## src/hdl/stwq_pkg.sv

```systemverilog
`timescale 1ns / 1ps
// ----------------------------------------------------------------------------
// stwq_pkg
// Shared types and constants of the semaphore table with wait queues.
// ----------------------------------------------------------------------------
package stwq_pkg;

    localparam int OP_W      = 2;
    localparam int SEM_ID_W  = 5;
    localparam int PID_W     = 10;
    localparam int VAL_W     = 16;
    localparam int STATUS_W  = 2;
    localparam int ADDR_LIMIT = 32;

    localparam logic signed [VAL_W-1:0] VAL_MIN = 16'sh8000;
    localparam logic signed [VAL_W-1:0] VAL_MAX = 16'sh7FFF;

    typedef enum logic [OP_W-1:0] {
        OP_INIT   = 2'd0,
        OP_WAIT   = 2'd1,
        OP_SIGNAL = 2'd2,
        OP_NONE   = 2'd3
    } t_op;

    typedef enum logic [STATUS_W-1:0] {
        ST_OK         = 2'd0,
        ST_NO_FREE    = 2'd1,
        ST_QUEUE_FULL = 2'd2,
        ST_NOTHING    = 2'd3
    } t_status;

    typedef enum logic [1:0] {
        ALU_INC_SAT  = 2'd0,
        ALU_DEC_SAT  = 2'd1,
        ALU_INC_WRAP = 2'd2
    } t_alu_op;

    typedef struct packed {
        t_alu_op                 op;
        logic signed [VAL_W-1:0] a;
        logic signed [VAL_W-1:0] lo;
        logic signed [VAL_W-1:0] hi;
    } t_alu_req;

endpackage

```

## src/hdl/stwq_alu.sv

```systemverilog
`timescale 1ns / 1ps
// ----------------------------------------------------------------------------
// stwq_alu
// Shared step unit: saturating increment/decrement and wrapping increment.
// ----------------------------------------------------------------------------
module stwq_alu (
    input  stwq_pkg::t_alu_req                  i_req,
    output logic signed [stwq_pkg::VAL_W-1:0]   o_res
);

    logic signed [stwq_pkg::VAL_W:0] w_inc;
    logic signed [stwq_pkg::VAL_W:0] w_dec;

    assign w_inc = {i_req.a[stwq_pkg::VAL_W-1], i_req.a} + 17'sd1;
    assign w_dec = {i_req.a[stwq_pkg::VAL_W-1], i_req.a} - 17'sd1;

    always_comb begin
        unique case (i_req.op)
            stwq_pkg::ALU_INC_SAT: begin
                o_res = (i_req.a < i_req.hi) ? w_inc[stwq_pkg::VAL_W-1:0] : i_req.a;
            end
            stwq_pkg::ALU_DEC_SAT: begin
                o_res = (i_req.a > i_req.lo) ? w_dec[stwq_pkg::VAL_W-1:0] : i_req.a;
            end
            stwq_pkg::ALU_INC_WRAP: begin
                o_res = (i_req.a >= i_req.hi) ? i_req.lo : w_inc[stwq_pkg::VAL_W-1:0];
            end
            default: begin
                o_res = i_req.a;
            end
        endcase
    end

endmodule

```

## config.mk

```make
export PLATFORM = sky130hd
export DESIGN_NAME = stwq_alu
export DESIGN_NICKNAME = d
export VERILOG_FILES = /design/src/hdl/stwq_pkg.sv /design/src/hdl/stwq_alu.sv
export SDC_FILE = /design/constraint.sdc
export NUM_CORES = 1
export LEC_CHECK = 0
export BUFFER_PORTS_ARGS = -buffer_cell sky130_fd_sc_hd__buf_4
export CORE_MARGIN = 5
export CORE_UTILIZATION = 56
export DETAILED_ROUTE_END_ITERATION = 16
export PLACE_DENSITY_LB_ADDON = 0.3
export SLEW_MARGIN = 20
export SYNTH_ARGS = -nofsm -noshare
export SYNTH_HDL_FRONTEND = slang
export SYNTH_SLANG_ARGS = --single-unit
```

## constraint.sdc

```tcl
create_clock -name vclk -period 4.7
set_input_delay 0.94 -clock vclk [all_inputs]
set_output_delay 0.94 -clock vclk [all_outputs]
set_load 0.02 [all_outputs]
```

Word-level counts from Yosys, hierarchy flattened
Cells that the tools add are included.
{"block": "word_totals", "out_inout_bits": 16, "regBits": 0, "wordCells": 12}
{"block": "op_classes", "add_sub_neg": 2, "n_mux": 4, "n_reduce_logical": 1, "eq_ne": 2, "n_lt_le_gt_ge": 3}
{"cell": "16-bit two-way mux", "count": 3}
{"cell": "16-bit case mux with 3 select lines", "count": 1}
{"cell": "16-bit by 2-bit adder with 16-bit output (second input constant)", "count": 1}
{"cell": "16-bit greater-or-equal comparator", "count": 1}
{"cell": "16-bit greater-than comparator", "count": 1}
{"cell": "16-bit < comparator", "count": 1}
{"cell": "16-bit by 2-bit subtractor with 16-bit output (second input constant)", "count": 1}
{"cell": "2-bit by 1-bit == test with 1-bit output (second input constant)", "count": 1}
{"cell": "2-bit == test (second input constant)", "count": 1}
{"cell": "2-bit logical NOT", "count": 1}

Logic depth before layout (Yosys ltp)
{"block": "logic_depth", "depth_word": 3, "ltp_mapped": 13, "depth_no_buf": 10}

Worst setup path before layout
OpenSTA, ideal clock, no wires.
{"block": "synth_timing", "kind": "input port to output port", "from": "in i_req[15] (netlist bit)", "to": "out o_res[4] (netlist bit)", "setup_slack_ns": 0.231, "t_arrival_ns": 3.529, "path_stages": 12, "required_time_ns": 3.760, "n_path_buf": 3, "path_cell_list": "inv_1 > ha_1 > nand4_2 > nor4_2 > a21boi_2 > or4b_1 > buf_4 > and2_1 > buf_6 > buf_6 > o311a_1 > a211oi_1"}
{"block": "synth_via", "elab_chain_cells": 3}
{"element": "start, declared", "line_no": "stwq_alu.sv:7", "text": "input stwq_pkg::t_alu_req i_req,"}
{"element": "16-bit greater-or-equal comparator / 16-bit < comparator (equally long branches)", "line_no": "stwq_alu.sv:26, stwq_alu.sv:20"}
{"element": "16-bit two-way mux (on tied branches)", "line_no": "stwq_alu.sv:26, stwq_alu.sv:20"}
{"element": "16-bit case mux with 3 select lines (*)", "line_no": "stwq_alu.sv:18", "text": "unique case (i_req.op)"}
{"element": "end, declared", "line_no": "stwq_alu.sv:8", "text": "output logic signed [stwq_pkg::VAL_W-1:0] o_res"}
Mark *: on every way between the ends. The rest lies on a longest branch, timed or not.

Final worst setup path
{"block": "layout_timing", "from": "in i_req[47] (netlist bit)", "to": "out o_res[14] (netlist bit)"}
{"block": "layout_via", "elab_chain_cells": 3}
{"element": "16-bit greater-or-equal comparator (tied with other cells)", "line_no": "stwq_alu.sv:26", "text": "o_res = (i_req.a >= i_req.hi) ? i_req.lo : w_inc[stwq_pkg::VAL_W-1:0];"}
{"element": "16-bit two-way mux (on tied branches)", "line_no": "stwq_alu.sv:26, stwq_alu.sv:20, stwq_alu.sv:23"}
{"element": "16-bit case mux with 3 select lines (*)", "line_no": "stwq_alu.sv:18"}
Marked as above.

==> summary.txt <==
Global routing
  – Overflow after GRT: 0
  – Gr usage total: 27.7%
  – Antenna violations before repair: 0
  – First-pass GRT wire length: 12,300 um
  – Largest net degree at the start of global routing: 36
  – Vias in the first global route: around 2,700

Power and ir drop
  – Switching power: 0.175 mW
  – LEAKAGE: 1.39 nW
  – VDD IR max: 0.0000662 V
  – Switch share: 54.2%
  – Combinational Power Share: 100.0%
  – Pwr/cell area: 112 nW/um^2
  – Clock power frac: 0%
  – Flop pwr share: 0%
  – Internal power: between 0.1 and 0.15 mW

Flow run
  – # Max-Cap Violations: 0

Layout
  – Share of layout cells above drive strength 1: 27.7%
  – FILL cells: 330
  – Diode count: 0
  – P&R area growth vs syn: 28.8%
  – Nets@finish: ~480
  – Final Core Density: 73.6%
  – FF/Latch Area: 0 um^2
  – Multi-input logic area: 2010 um^2
  – Clock buf count: 0
  – Flip-flop and latch count: 0

Routing
  – Drt first-iter violations: 318
  – Routed met3 length: 695 um
  – WL final: between 7000 and 8000 um
  – Top Metal Used: met4
  – Via density: around 6.3
  – M1 WL: 3100 um
  – Drt wl/cell: 16.5 um
  – Routed Antenna Nets: 0
  – Met2 WL: 3430 um
  – Via count: 2,769
  – Drt pass-1 iters: 5
  – DR DRC count: 0

Logic synthesis
  – Yosys top cell by area: ha_1
  – Synth top area share: 18.9%
  – Ys Warns: 0
  – Synthesized instance count: 327
  – Sequential element share of the synthesized area: 0%
  – Mapped Nets: 411
  – Synthesized area per cell: around 6.9 um^2
  – Synth unique cells: 68
  – Most frequent cells after synthesis: inv_1 (39), ha_1 (34), nand2_1 (20)
  – Mapped Area: 2250 um^2
  – Synth area leaders: ha_1 (19%), inv_1 (6.5%), mux2i_1 (4.4%), xnor2_1 (4.3%), a21oi_1 (4.0%)
  – Most numerous cell in the Yosys netlist: inv_1

Place
  – Hpwl dp: 6000 um
  – Port Buf Inserts: between 60 and 70
  – Placer Congestion: 0.973
  – DP Worst Slack: 104 ps

STA
  – Unrepaired setup endpoints after global routing: false
  – Setup_tns: 0 ps
  – Setup ws final: 101 ps
  – Tcrit/Tclk final: 97.8%
  – Final setup viols: 0
  – Highest Clock Rate: approximately 220 MHz
  – Slew margin rel.: 58.2%
  – Worst-Margin Slew: approximately 620 ps
  – Fin. Hold Viols: 0
  – Min Tclk post-route: 4600 ps
  – Final Slew Violations: 0

Critical path
  – Worst Setup EP: o_res[14]
  – Setup crit end kind: primary output
  – CP required: around 3800 ps
  – Startpoint Class: input port
  – CP Class: in2out
  – CP startpoint: i_req[47]
  – Crit path DAT: about 3700 ps
  – CP max FO: 8

Floorplanning
  – Initial Utilization: between 50% and 60%
  – Die width: 73.4 um
  – Core footprint: 3940 um^2
  – Die area: 5390 um^2
  – Placement Rows: 23
  – I/O pins: 66
  – Die height: 73.4 um

Worst hold path
  – Hold Crit Class: in2out

Run status
  – Status: finished, final reports clean

Clocking
  – CTS Hold Buffers Added: 0
==> cells in the final DEF, fill, tap and decap left out, types with 2 or more instances in the layout <==
cell       count
mux2i_1       10
a21boi_0       3
ha_1          34
o221ai_1       3
and4_1         2
a41oi_1        2
nor2b_1        5
nor3_1        13
xor2_1         6
nand2b_1       3
inv_1         39
nand3_1       13
a31oi_1        2
mux2_2         3
xnor2_1       11
o21ai_0        9
a21oi_1       18
and2_1         5
o211ai_1       6
and3_1         5
a211oi_1       5
o22ai_1        2
or2_2          2
nand3b_1       3
nand4b_1       3
a32oi_1        2
nor4_1         7
or3_1          3
nand4_1        6
a221oi_1       2
nor4_2         2
nor2_1        15
a211o_1        2
a2111oi_0      3
nand2_1       20
a21o_1         4
buf_4         91
==> how the worst min path moves through the flow <==
stage	start	end	slack [ps]	cells after the start
2_1_floorplan	i_req[32]	o_res[0]	2120	1
3_3_place_gp	i_req[18]	o_res[2]	2290	4
3_5_place_dp	i_req[18]	o_res[2]	2290	4
4_1_cts	i_req[18]	o_res[2]	2290	4
5_1_grt	i_req[32]	o_res[0]	2330	3
6_report	i_req[18]	o_res[2]	2280	4
==> per-stage QoR <==
| stage | total power [mW] | hold slack [ps] | cells | cell area, um^2 |
|---|---|---|---|---|
| after floorplan | 0.193 | 2120 | 327 | 2250 |
| after global placement | 0.307 | 2290 | 442 | 2880 |
| after detailed placement | 0.314 | 2290 | 442 | 2880 |
| after CTS | 0.314 | 2290 | 442 | 2880 |
| after global routing | 0.354 | 2330 | 443 | 2900 |
| final | 0.324 | 2280 | 443 | 2900 |
==> per-layer routing <==
metal / up-vias / GRT usage [%]
li1: 1352 / -
met1: 1254 / 37.2
met2: 147 / 47.1
met3: 16 / 3.28
met4: 0 / 6.24
met5: - / 0
==> critical path: stages <==
cell       delay, ps
buf_4            120
ha_1             320
inv_1            100
or3_1            330
or4b_1           490
buf_4            190
a21oi_4          300
nor2b_1          170
a2111oi_0        400
a211oi_1         110
buf_4            180
==> cells by family (layout without fill, tap and decap cells) <==
family | Yosys count | after routing | share of synthesized area, %
AOI/OAI and AO/OA | 85 | 85 | 28.3
buffers and inverters | 64 | 130 | 11.5
adders and majority gates | 34 | 34 | 18.9
muxes | 13 | 13 | 5.94
xor gates and xnor gates | 17 | 17 | 6.61
and+or+nand+nor | 114 | 114 | 28.8
==> final cells by class <==
type / count / area share, %
multi-input combinational: 263 / 69.3
timing repair buffer: 91 / 23.5
inverter: 39 / 5.04
tap: 50 / 2.16
==> power by group through the flow <==
stage	Clock (mW)	Sequential [mW]	Combinational [mW]
3_3_place_gp	0	0	0.307
2_1_floorplan	0	0	0.193
3_5_place_dp	0	0	0.314
4_1_cts	0	0	0.314
5_1_grt	0	0	0.354
6_report	0	0	0.324
==> timing repair <==
item / CTS / global route
setup endpoints to repair: 0 / 10
resized for setup: 0 / 4
setup buffers: 0 / 1
(Power assumes the default switching activity.)
